### config.mk
export PLATFORM = sky130hd
export DESIGN_NAME = gbr_ctrl
export DESIGN_NICKNAME = d
export VERILOG_FILES = /design/src/hw/rtl/gbr_pkg.sv /design/src/hw/rtl/gbr_div.sv /design/src/hw/rtl/gbr_ctrl.sv
export SDC_FILE = /design/constraint.sdc
export NUM_CORES = 1
export LEC_CHECK = 0
export ABC_AREA = 1
export BUFFER_PORTS_ARGS = -buffer_cell sky130_fd_sc_hd__buf_2
export CORE_MARGIN = 8
export CORE_UTILIZATION = 59
export DETAILED_ROUTE_END_ITERATION = 10
export PLACE_DENSITY = 0.73
export SETUP_SLACK_MARGIN = 0.3
export SLEW_MARGIN = 5
export SYNTH_ARGS = -nofsm -noshare
export SYNTH_HDL_FRONTEND = slang
export SYNTH_SLANG_ARGS = --single-unit
### constraint.sdc
create_clock -name clk -period 7.72 [get_ports clk]
set_input_delay 0.772 -clock clk [delete_from_list [all_inputs] [get_ports clk]]
set_output_delay 0.772 -clock clk [all_outputs]
set_load 0.01 [all_outputs]
### src/hw/rtl/gbr_pkg.sv
// Shared constants, types and kernel table for the 5x5 Gaussian blur core.
`timescale 1ns / 1ps

package gbr_pkg;

	// Line geometry and pixel packing
	localparam int MAX_LINE    = 1024;
	localparam int LINE_AW     = $clog2(MAX_LINE);
	localparam int KSIDE       = 5;
	localparam int STORE_LINES = KSIDE - 1;
	localparam int NCHAN       = 4;
	localparam int CH_W        = 8;
	localparam int PIX_W       = NCHAN * CH_W;
	localparam int STORE_W     = STORE_LINES * PIX_W;

	// Configuration and frame counters
	localparam int WIDTH_W    = 11;
	localparam int HEIGHT_W   = 12;
	localparam int CNT_W      = 23;
	localparam int LEAD_W     = WIDTH_W + 1;
	localparam int CFG_IDX_W  = 1;
	localparam int CFG_DATA_W = 12;

	localparam logic [WIDTH_W-1:0]  WIDTH_RESET    = 11'd640;
	localparam logic [HEIGHT_W-1:0] HEIGHT_RESET   = 12'd480;
	localparam logic [CNT_W-1:0]    TOTAL_M1_RESET = CNT_W'(640 * 480 - 1);
	localparam logic [WIDTH_W-1:0]  MAX_WIDTH      = WIDTH_W'(MAX_LINE);

	// Iterative divider used to rebuild the output position after a register write
	localparam int DIV_STEPS = CNT_W;
	localparam int DIV_CNT_W = $clog2(DIV_STEPS);

	// Kernel arithmetic: row sums, channel sums, and division by 273 via reciprocal
	localparam int KW_W        = 6;
	localparam int ROW_W       = 15;
	localparam int SUM_W       = 17;
	localparam int RECIP_W     = 17;
	localparam int PROD_W      = SUM_W + RECIP_W;
	localparam int RECIP_SHIFT = 25;
	localparam logic [RECIP_W-1:0] RECIP_MUL = 17'd122911;

	localparam logic [KW_W-1:0] KERNEL_W [KSIDE][KSIDE] = '{
		'{6'd1, 6'd4,  6'd7,  6'd4,  6'd1},
		'{6'd4, 6'd16, 6'd26, 6'd16, 6'd4},
		'{6'd7, 6'd26, 6'd41, 6'd26, 6'd7},
		'{6'd4, 6'd16, 6'd26, 6'd16, 6'd4},
		'{6'd1, 6'd4,  6'd7,  6'd4,  6'd1}
	};

	typedef logic [PIX_W-1:0] pixel_t;
	typedef logic [KSIDE-1:0][PIX_W-1:0] column_t;

	// Per-item control that travels with the pixel column
	typedef struct packed {
		logic             emit;
		logic             last;
		logic [KSIDE-1:0] col_ok;
		logic [KSIDE-1:0] row_ok;
	} item_ctrl_t;

	typedef enum logic [CFG_IDX_W-1:0] {
		REG_IMAGE_WIDTH  = 1'b0,
		REG_IMAGE_HEIGHT = 1'b1
	} cfg_reg_t;

endpackage

### src/hw/rtl/gbr_div.sv
// Restoring divider, one quotient bit per cycle, for the output position rebuild.
`timescale 1ns / 1ps

module gbr_div import gbr_pkg::*; (
	input  logic                clk,
	input  logic                arst_n,
	input  logic                start,
	input  logic [CNT_W-1:0]    dividend,
	input  logic [WIDTH_W-1:0]  divisor,
	output logic                busy,
	output logic [CNT_W-1:0]    quotient,
	output logic [LINE_AW-1:0]  remainder
);

	logic                 running_q;
	logic [DIV_CNT_W-1:0] step_q;
	logic [CNT_W-1:0]     acc_q;
	logic [LINE_AW-1:0]   rem_q;
	logic [WIDTH_W-1:0]   trial;
	logic                 fits;
	logic [WIDTH_W-1:0]   diff;

	// Trial subtraction for the next quotient bit
	always_comb begin
		trial = {rem_q, acc_q[CNT_W-1]};
		fits  = trial >= divisor;
		diff  = trial - divisor;
	end

	// Step control
	always_ff @(posedge clk or negedge arst_n) begin
		if (!arst_n) begin
			running_q <= 1'b0;
			step_q    <= '0;
		end else if (start) begin
			running_q <= 1'b1;
			step_q    <= DIV_CNT_W'(DIV_STEPS - 1);
		end else if (running_q) begin
			if (step_q == '0) begin
				running_q <= 1'b0;
			end else begin
				step_q <= step_q - DIV_CNT_W'(1);
			end
		end
	end

	// Datapath: dividend bits shift out as quotient bits shift in
	always_ff @(posedge clk) begin
		if (start) begin
			acc_q <= dividend;
			rem_q <= '0;
		end else if (running_q) begin
			acc_q <= {acc_q[CNT_W-2:0], fits};
			rem_q <= fits ? diff[LINE_AW-1:0] : trial[LINE_AW-1:0];
		end
	end

	assign busy      = running_q;
	assign quotient  = acc_q;
	assign remainder = rem_q;

endmodule

### src/hw/rtl/gbr_ctrl.sv
// Configuration registers, raster and output position counters, per-item control.
`timescale 1ns / 1ps

module gbr_ctrl import gbr_pkg::*; (
	input  logic                  clk,
	input  logic                  arst_n,
	input  logic                  cfg_valid,
	output logic                  cfg_ready,
	input  logic [CFG_IDX_W-1:0]  cfg_index,
	input  logic [CFG_DATA_W-1:0] cfg_data,
	input  logic                  accept,
	output logic                  busy,
	output logic [LINE_AW-1:0]    rd_col,
	output item_ctrl_t            item
);

	localparam int CY_EXT_W = CNT_W + 1;

	typedef enum logic [2:0] {
		ST_IDLE = 3'b001,
		ST_PREP = 3'b010,
		ST_DIV  = 3'b100
	} cfg_state_t;

	cfg_state_t            state_q;
	logic [WIDTH_W-1:0]    width_q;
	logic [HEIGHT_W-1:0]   height_q;
	logic [CNT_W-1:0]      total_m1_q;
	logic [CNT_W-1:0]      count_q;
	logic [LINE_AW-1:0]    icol_q;
	logic [CNT_W-1:0]      p_q;
	logic [LINE_AW-1:0]    cx_q;
	logic [CNT_W-1:0]      cy_q;

	logic [WIDTH_W-1:0]    eff_w;
	logic [HEIGHT_W-1:0]   eff_h;
	logic [LEAD_W-1:0]     lead;
	logic [CNT_W-1:0]      lead_ext;
	logic [CNT_W-1:0]      p_new;
	logic [LINE_AW-1:0]    col_cur;
	logic [WIDTH_W-1:0]    col_inc;
	logic [LINE_AW-1:0]    col_next;
	logic [WIDTH_W-1:0]    cx_inc;
	logic                  emit;
	logic                  last;
	logic                  div_busy;
	logic [CNT_W-1:0]      div_quo;
	logic [LINE_AW-1:0]    div_rem;

	// Effective frame geometry from the raw register values
	always_comb begin
		if (width_q == '0) begin
			eff_w = WIDTH_W'(1);
		end else if (width_q > MAX_WIDTH) begin
			eff_w = MAX_WIDTH;
		end else begin
			eff_w = width_q;
		end
		eff_h    = (height_q == '0) ? HEIGHT_W'(1) : height_q;
		lead     = {eff_w, 1'b0} + LEAD_W'(2);
		lead_ext = CNT_W'(lead);
		p_new    = (count_q >= lead_ext) ? count_q - lead_ext : '0;
	end

	// Input column, clamped to the current width, and its successor
	always_comb begin
		col_cur  = (WIDTH_W'(icol_q) >= eff_w) ? '0 : icol_q;
		col_inc  = WIDTH_W'(col_cur) + WIDTH_W'(1);
		col_next = (col_inc >= eff_w) ? '0 : col_inc[LINE_AW-1:0];
		cx_inc   = WIDTH_W'(cx_q) + WIDTH_W'(1);
	end

	// Control for the item being offered: emission, frame end and border masks.
	// A row is kept only when it lies between the first and the last image row.
	always_comb begin
		emit          = count_q >= lead_ext;
		last          = emit && (p_q >= total_m1_q);
		item.emit     = emit;
		item.last     = last;
		item.col_ok[0] = cx_q >= LINE_AW'(2);
		item.col_ok[1] = cx_q != '0;
		item.col_ok[2] = 1'b1;
		item.col_ok[3] = (WIDTH_W'(cx_q) + WIDTH_W'(1)) < eff_w;
		item.col_ok[4] = (WIDTH_W'(cx_q) + WIDTH_W'(2)) < eff_w;
		item.row_ok[0] = (cy_q >= CNT_W'(2)) &&
			(CY_EXT_W'(cy_q) < (CY_EXT_W'(eff_h) + CY_EXT_W'(2)));
		item.row_ok[1] = (cy_q != '0) &&
			(CY_EXT_W'(cy_q) < (CY_EXT_W'(eff_h) + CY_EXT_W'(1)));
		item.row_ok[2] = CY_EXT_W'(cy_q) < CY_EXT_W'(eff_h);
		item.row_ok[3] = (CY_EXT_W'(cy_q) + CY_EXT_W'(1)) < CY_EXT_W'(eff_h);
		item.row_ok[4] = (CY_EXT_W'(cy_q) + CY_EXT_W'(2)) < CY_EXT_W'(eff_h);
	end

	// Output position is rebuilt from the item count after every register write
	gbr_div u_div (
		.clk       (clk),
		.arst_n    (arst_n),
		.start     (state_q == ST_PREP),
		.dividend  (p_new),
		.divisor   (eff_w),
		.busy      (div_busy),
		.quotient  (div_quo),
		.remainder (div_rem)
	);

	// Register writes, recompute sequence and counter updates per transaction
	always_ff @(posedge clk or negedge arst_n) begin
		if (!arst_n) begin
			state_q    <= ST_IDLE;
			width_q    <= WIDTH_RESET;
			height_q   <= HEIGHT_RESET;
			total_m1_q <= TOTAL_M1_RESET;
			count_q    <= '0;
			icol_q     <= '0;
			p_q        <= '0;
			cx_q       <= '0;
			cy_q       <= '0;
		end else begin
			case (state_q)
				ST_IDLE: begin
					if (cfg_valid) begin
						case (cfg_index)
							REG_IMAGE_WIDTH:  width_q  <= cfg_data[WIDTH_W-1:0];
							REG_IMAGE_HEIGHT: height_q <= cfg_data[HEIGHT_W-1:0];
							default: ;
						endcase
						state_q <= ST_PREP;
					end else if (accept) begin
						count_q <= last ? '0 : count_q + CNT_W'(1);
						icol_q  <= last ? '0 : col_next;
						if (last) begin
							p_q  <= '0;
							cx_q <= '0;
							cy_q <= '0;
						end else if (emit) begin
							p_q <= p_q + CNT_W'(1);
							if (cx_inc == eff_w) begin
								cx_q <= '0;
								cy_q <= cy_q + CNT_W'(1);
							end else begin
								cx_q <= cx_inc[LINE_AW-1:0];
							end
						end
					end
				end
				ST_PREP: begin
					total_m1_q <= CNT_W'(eff_w) * CNT_W'(eff_h) - CNT_W'(1);
					p_q        <= p_new;
					state_q    <= ST_DIV;
				end
				ST_DIV: begin
					if (!div_busy) begin
						cx_q    <= div_rem;
						cy_q    <= div_quo;
						state_q <= ST_IDLE;
					end
				end
				default: state_q <= ST_IDLE;
			endcase
		end
	end

	assign cfg_ready = state_q == ST_IDLE;
	assign busy      = state_q != ST_IDLE;
	assign rd_col    = col_cur;

	// Items are taken only when idle and never together with a register write
	a_accept_idle: assert property (@(posedge clk) disable iff (!arst_n)
		accept |-> (state_q == ST_IDLE && !cfg_valid))
		else $error("pixel transaction accepted during configuration update");

	// Output position agrees with the item count whenever items may arrive
	a_pos_track: assert property (@(posedge clk) disable iff (!arst_n)
		(state_q == ST_IDLE) |->
		((count_q >= lead_ext) ? (p_q == count_q - lead_ext) : (p_q == '0)))
		else $error("output position out of step with item count");

	// Output column stays inside the row
	a_cx_range: assert property (@(posedge clk) disable iff (!arst_n)
		(state_q == ST_IDLE) |-> (WIDTH_W'(cx_q) < eff_w))
		else $error("output column beyond image width");

	// The divider runs only inside its own state
	a_div_state: assert property (@(posedge clk) disable iff (!arst_n)
		div_busy |-> (state_q == ST_DIV))
		else $error("divider running outside recompute");

endmodule

### After elaboration in Yosys (flattened, before gate mapping)

Index checks and enable logic that the tools add are counted.

| storage, ports and cells | value |
|---|---|
| flip-flop bits (word level) | 177 |
| input bits | 17 |
| output and inout port bits | 24 |

| operators by class | value |
|---|---|
| add/sub/neg operators | 15 |
| $mul | 1 |
| magnitude comparators | 15 |
| equal/unequal tests | 12 |
| mux-type cells | 39 |
| bitwise gates (word level) | 2 |
| reduce and logical (&&, ||, !) cells | 19 |

Operator list:

| kind | number |
|---|---|
| 23-bit two-way mux | 14 |
| 10-bit two-way mux | 10 |
| 23-bit case mux with 2 select lines | 2 |
| 23-bit by 1-bit adder with 23-bit output (second input constant) | 3 |
| 24-bit by 12-bit less-than comparator with 1-bit output | 2 |
| 23-bit by 13-bit less-than comparator with 1-bit output | 2 |
| 23-bit by 1-bit adder with 24-bit output (second input constant) | 1 |
| 23-bit by 2-bit adder with 24-bit output (second input constant) | 1 |
| 23-bit by 12-bit greater-or-equal comparator with 1-bit output | 1 |
| 23-bit by 2-bit greater-or-equal comparator with 1-bit output (second input constant) | 1 |
| 23-bit greater-or-equal comparator | 1 |
| 23-bit by 12-bit less-than comparator with 1-bit output | 1 |
| 11-bit by 12-bit multiplier with 23-bit output | 1 |
| 23-bit nonzero test | 1 |
| 23-bit by 1-bit subtractor with 23-bit output (second input constant) | 1 |
| 23-bit by 12-bit subtractor with 23-bit output | 1 |
| 10-bit by 1-bit adder with 11-bit output (second input constant) | 2 |
| 11-bit greater-or-equal comparator | 2 |
| 11-bit less-than comparator | 2 |
| 11-bit two-way mux | 2 |
| 10-bit case mux with 2 select lines | 1 |
| 5-bit two-way mux | 3 |
| 12-bit by 1-bit adder with 13-bit output (second input constant) | 1 |
| 12-bit by 2-bit adder with 13-bit output (second input constant) | 1 |
| 30 further kinds | 46 |

### Depth between registers and ports, before layout

| logic depth | value |
|---|---|
| depth after elaboration | 10 |
| mapped depth | 32 |
| gate-level depth less buffers | 31 |

### Modules after synthesis

Synthesis repeated with hierarchy kept, for this count alone.

| unflattened totals | value |
|---|---|
| cells, all modules | 3002 |
| area, all modules | 20596.0 um2 |

By module, submodules not included:

| module | instances | cells each | area each (um2) | seq. area each (um2) |
|---|---|---|---|---|
| gbr_ctrl | 1 | 2688 | 18205.0 | 3480.8 |
| gbr_div | 1 | 314 | 2391.0 | 1041.0 |

### Least setup slack after synthesis

OpenSTA, ideal clock, no wires.

| path | value |
|---|---|
| path type | reg-to-reg |
| start | reg width_q[0] |
| end | reg total_m1_q[16] |
| arrival | 5.590 ns |
| setup slack | 1.998 ns |
| cell stages (with the launch flop) | 28 |
| buffers on the path | 1 |
| cells stage by stage | dfrtp_1 -> nor2_1 -> nand3_1 -> nor2_1 -> nand2_1 -> nand2_1 -> nand2_1 -> inv_1 -> clkbuf_1 -> nand2_1 -> fa_1 -> inv_1 -> fa_1 -> fa_1 -> fa_1 -> inv_1 -> fa_1 -> inv_1 -> ha_1 -> nand2_1 -> nor2_1 -> nor2_1 -> nand2_1 -> a21oi_1 -> o21ai_0 -> or2_2 -> nand3_1 -> o21ai_0 |

| on the way | value |
|---|---|
| word-level cells in the longest chain between the ends | 5 |
| elaborated cells between the ends (all ways) | 6 |
| classes of those cells | 1 x add/sub; 1 x mul; 1 x order compare; 2 x mux; 1 x reduce/logical |

Ends and longest elaborated chain:

| what | line | RTL |
|---|---|---|
| start: declaration | gbr_ctrl.sv:26 | `logic [WIDTH_W-1:0] width_q;` |
| start signal: assignment | gbr_ctrl.sv:123 | `REG_IMAGE_WIDTH: width_q <= cfg_data[WIDTH_W-1:0];` |
| 11-bit > comparator | gbr_ctrl.sv:54 | `end else if (width_q > MAX_WIDTH) begin` |
| 11-bit two-way mux | gbr_ctrl.sv:54 |  |
| 11-bit two-way mux * | gbr_ctrl.sv:52 | `if (width_q == '0) begin` |
| 11-bit by 12-bit multiplier with 23-bit output * | gbr_ctrl.sv:147 | `total_m1_q <= CNT_W'(eff_w) * CNT_W'(eff_h) - CNT_W'(1);` |
| 23-bit by 1-bit subtractor with 23-bit output * | gbr_ctrl.sv:147 |  |
| end signal: assignment | gbr_ctrl.sv:147 |  |
| end: declaration | gbr_ctrl.sv:28 | `logic [CNT_W-1:0] total_m1_q;` |

Mark *: on every way between the ends. The rest lies on a longest branch, timed or not.
A chain may end at the register's enable or synchronous reset.

### Worst setup path after layout

| path | value |
|---|---|
| start | reg height_q[4] |
| end | reg total_m1_q[16] |

| on the way | value |
|---|---|
| word-level cells in the longest chain between the ends | 4 |

Ends and longest elaborated chain:

| what | line | RTL |
|---|---|---|
| start: declaration | gbr_ctrl.sv:27 | `logic [HEIGHT_W-1:0] height_q;` |
| start signal: assignment | gbr_ctrl.sv:124 | `REG_IMAGE_HEIGHT: height_q <= cfg_data[HEIGHT_W-1:0];` |
| 12-bit logical NOT | gbr_ctrl.sv:59 | `eff_h = (height_q == '0) ? HEIGHT_W'(1) : height_q;` |
| 12-bit two-way mux * | gbr_ctrl.sv:59 |  |
| 11-bit by 12-bit multiplier with 23-bit output * | gbr_ctrl.sv:147 |  |
| 23-bit by 1-bit subtractor with 23-bit output * | gbr_ctrl.sv:147 |  |

Marked as above.

==> impl_metrics.py <==
metrics = {
    "synth": {
        "synth_cells": 2923,
        "syn-mean-instance-area_um2": 6.91,
        "synth-edff-count": 23,
        "mappedNetlistArea_mm2": 0.0202,
        "ys_async_sr_fraction": 0.814,
        "ys_dominant_reg_cell": "dfrtp_1",
        "ys_ff_latch": 177,
        "synth_warnings": 0,
        "number_of_distinct_library_cell_variants_in_the_gate_level_netlist_after_synthesis": 57,
        "post_synthesis_sequential_area_ratio": 0.224,
        "postSynthNetCount": 3264,
    },
    "drt": {
        "first_iter_violations": 1875,
        "drt-pass1-iter-count": 7,
        "drt_total_wl_um": 61200,
        "routed_wirelength_normalized_by_instance_count_um": 18.2,
        "drt_drc_violations_left": 0,
        "final_antenna_net_count": 0,
        "drt-vias-per-instance": 5.77,
        "num_vias": 19440,
    },
    "clock_network": {
        "h-tree-depth": 4,
        "clk-insertion-delay-late_ns": 0.47,
        "cts.sink_count": 177,
        "postCtsSetupBuffers": 0,
        "cts_resized": 0,
        "cts_buf_count": 17,
        "cts.reportedPaths.clkPinSlew_ns": 0.08,
        "clockRootBuffer": "clkbuf_16",
        "tritoncts": "yes",
        "cts_max_path_buffers": 2,
        "cts_hold_repair.buffers": 0,
    },
    "die": {
        "ioPinCount": 41,
        "std_cell_rows": 67,
        "fp.dieW_um": 201,
        "fp.dieArea_mm2": 0.0404,
        "floorplan.initialDensity": 0.601,
        "core_area_mm2": 0.0336,
        "floorplan.die.height_um": 201,
    },
    "placed_design": {
        "hpwlAfterDp_um": 48000,
        "routabilityCongestion": 0.988,
        "io_buffers": 39,
    },
    "global_route": {
        "global_route.overflow_total": 0,
        "antenna_violations_before_repair": 0,
        "pin_count_of_the_biggest_net_entering_global_routing": 79,
        "globalRouteTotalUtil": 0.303,
        "number_of_global_route_vias_before_repair": 18827,
        "grt_pass1_wl_um": 99500,
    },
    "timing": {
        "timing.final.max_slew_violations": 0,
        "final_critical_path_share_of_the_clock_period": 0.861,
        "hold_violations": 0,
        "timing.fmax_mhz": 150,
        "rsz0062_at_grt": "no",
        "finalSetupTns_ns": 0,
        "worst_pin_slew_ns": 1.12,
        "minimum_clock_period_after_layout_ns": 6.65,
        "timing.final.setup_violations": 0,
        "maxSlewHeadroom": 0.250,
        "finClkSkew_ns": 0.0192,
    },
    "setup_path": {
        "setup.worst_path.end_class": "register",
        "timing.critical_path.required_ns": 8.04,
        "timing.setup.critical_path_class": "register to register",
        "critical_path.max_fanout": 14,
        "worstSetupStartpoint": "height_q[4]",
        "reg2reg_slack_ns": 1.07,
        "critical_path_arrival_ns": 6.96,
        "setup.worst_path.start_class": "register",
        "critical_path.reg2reg.startpoint": "height_q[4]",
    },
    "final_layout": {
        "finalNetCount": 3249,
        "final_layout_size_suffix_gt1_frac": 0.0575,
        "diodes": 0,
        "syn2layout_area_growth_pct": 5.16,
    },
    "worst_hold_path": {
        "hold_path_class": "input pin to async pin",
    },
    "job": {
        "maxCapViolCount": 0,
    },
    "run_status": {
        "result_of_the_run": "finished, final reports clean",
    },
}
cells in the final DEF (no fill, tap or decap), types with 5 or more instances in the layout:
cell type and n:
or2_2 17, nand3_1 177, nand4_1 46, nor3_1 50
a211oi_1 6, nor4_1 10, a21oi_1 119, nand2_2 5
ha_1 225, dfrtp_1 122, xnor2_1 18, o21bai_1 7
inv_1 411, buf_4 16, fa_1 99, buf_2 38
dfxtp_1 10, edfxtp_1 23, xor2_1 83, nor2_4 5
clkinv_1 11, clkbuf_16 19, a31oi_1 6, o21ai_0 120
o211ai_1 5, nor2_2 7, inv_2 10, nand2_1 901
nor3b_1 6, o22ai_1 6, dfstp_2 22, nand3b_1 10
nor2_1 261
flip-flops by register name, indices dropped and copies added, names as in the netlist:
name             cells
u_div.remainder     10
width_q             11
u_div.quotient      23
u_div.busy           1
state_q              3
count_q             23
u_div.step_q         5
height_q            12
cx_q                10
p_q                 23
total_m1_q          23
icol_q              10
cy_q                23
routing by layer:
metal  part of all wire  vias up  GRT usage
met2               0.45      917      0.478
met5                  0        -          0
met4              0.033        0      0.112
met1               0.43     9138      0.416
met3              0.091      146     0.0474
li1                   -     9239          -
final timing paths:
path                                   to  cells after the start
hold reg to reg             total_m1_q[8]                      2
hold / removal                 count_q[1]                      1
max in group asynchronous          p_q[1]                      2
setup reg to reg           total_m1_q[16]                     26
min in group clk            total_m1_q[8]                      2
setup / recovery           total_m1_q[16]                     26
per-stage QoR:
step	worst slack, ns	utilization	cell area (um2)	hold slack [ns]	std cells
finish	1.07	0.632	21200	0.366	3369
global route	0.741	0.632	21200	0.427	3369
CTS	1.21	0.632	21200	0.384	3369
detailed placement	1.24	0.615	20700	0.483	3337
global placement	1.42	0.615	20700	0.472	3337
floorplan	2.00	-	20200	0.448	2923
synth_stat cells, types with 22 or more instances:
library cell | n | area share
buf_2 | 22 | 0.0055
nor2_1 | 261 | 0.048
inv_1 | 412 | 0.077
xor2_1 | 83 | 0.036
fa_1 | 99 | 0.098
dfrtp_1 | 122 | 0.15
nand4_1 | 46 | 0.014
dfstp_2 | 22 | 0.029
edfxtp_1 | 23 | 0.034
nor3_1 | 51 | 0.013
ha_1 | 225 | 0.14
nand3_1 | 177 | 0.044
a21oi_1 | 119 | 0.029
nand2_1 | 901 | 0.17
clkbuf_1 | 50 | 0.0093
o21ai_0 | 120 | 0.030
worst max-delay path, stage by stage (launching register included):
cell and delay, ns:
dfrtp_1 0.58, clkinv_1 0.35, nand2_1 0.08, nor3_1 0.16, nand2_1 0.09, nand2_1 0.46, clkinv_1 0.45, nor2_1 0.19
ha_1 0.17, inv_1 0.07, fa_1 0.53, inv_1 0.05, fa_1 0.48, fa_1 0.56, inv_1 0.06, fa_1 0.54
inv_1 0.05, ha_1 0.35, nand2_1 0.12, nor2_1 0.06, nor2_1 0.13, nand2_1 0.13, a21oi_1 0.26, o21ai_0 0.14
or2_2 0.29, nand3_1 0.06, o21ai_0 0.09
logic make-up after synthesis:
group,share of synthesized area
AND/OR/NAND/NOR,0.317
adder cells (fa/ha/maj),0.237
other,0.000186
XOR/XNOR,0.0438
AO/OA/AOI/OAI,0.0759
buffers and inverters,0.101
flip-flops,0.224
final cells by class:
type | count | area, um2
Inverter | 432 | 1620
Tap cell | 448 | 561
Sequential cell | 177 | 4520
Clock buffer | 21 | 483
Fill cell | 3084 | 12400
Timing Repair Buffer | 55 | 322
Clock inverter | 11 | 93.8
Multi-Input combinational cell | 2225 | 13600
Power is left out: the tool's default activity adds up to more than one toggle a clock period on the data nets, which glitch-free logic cannot reach.
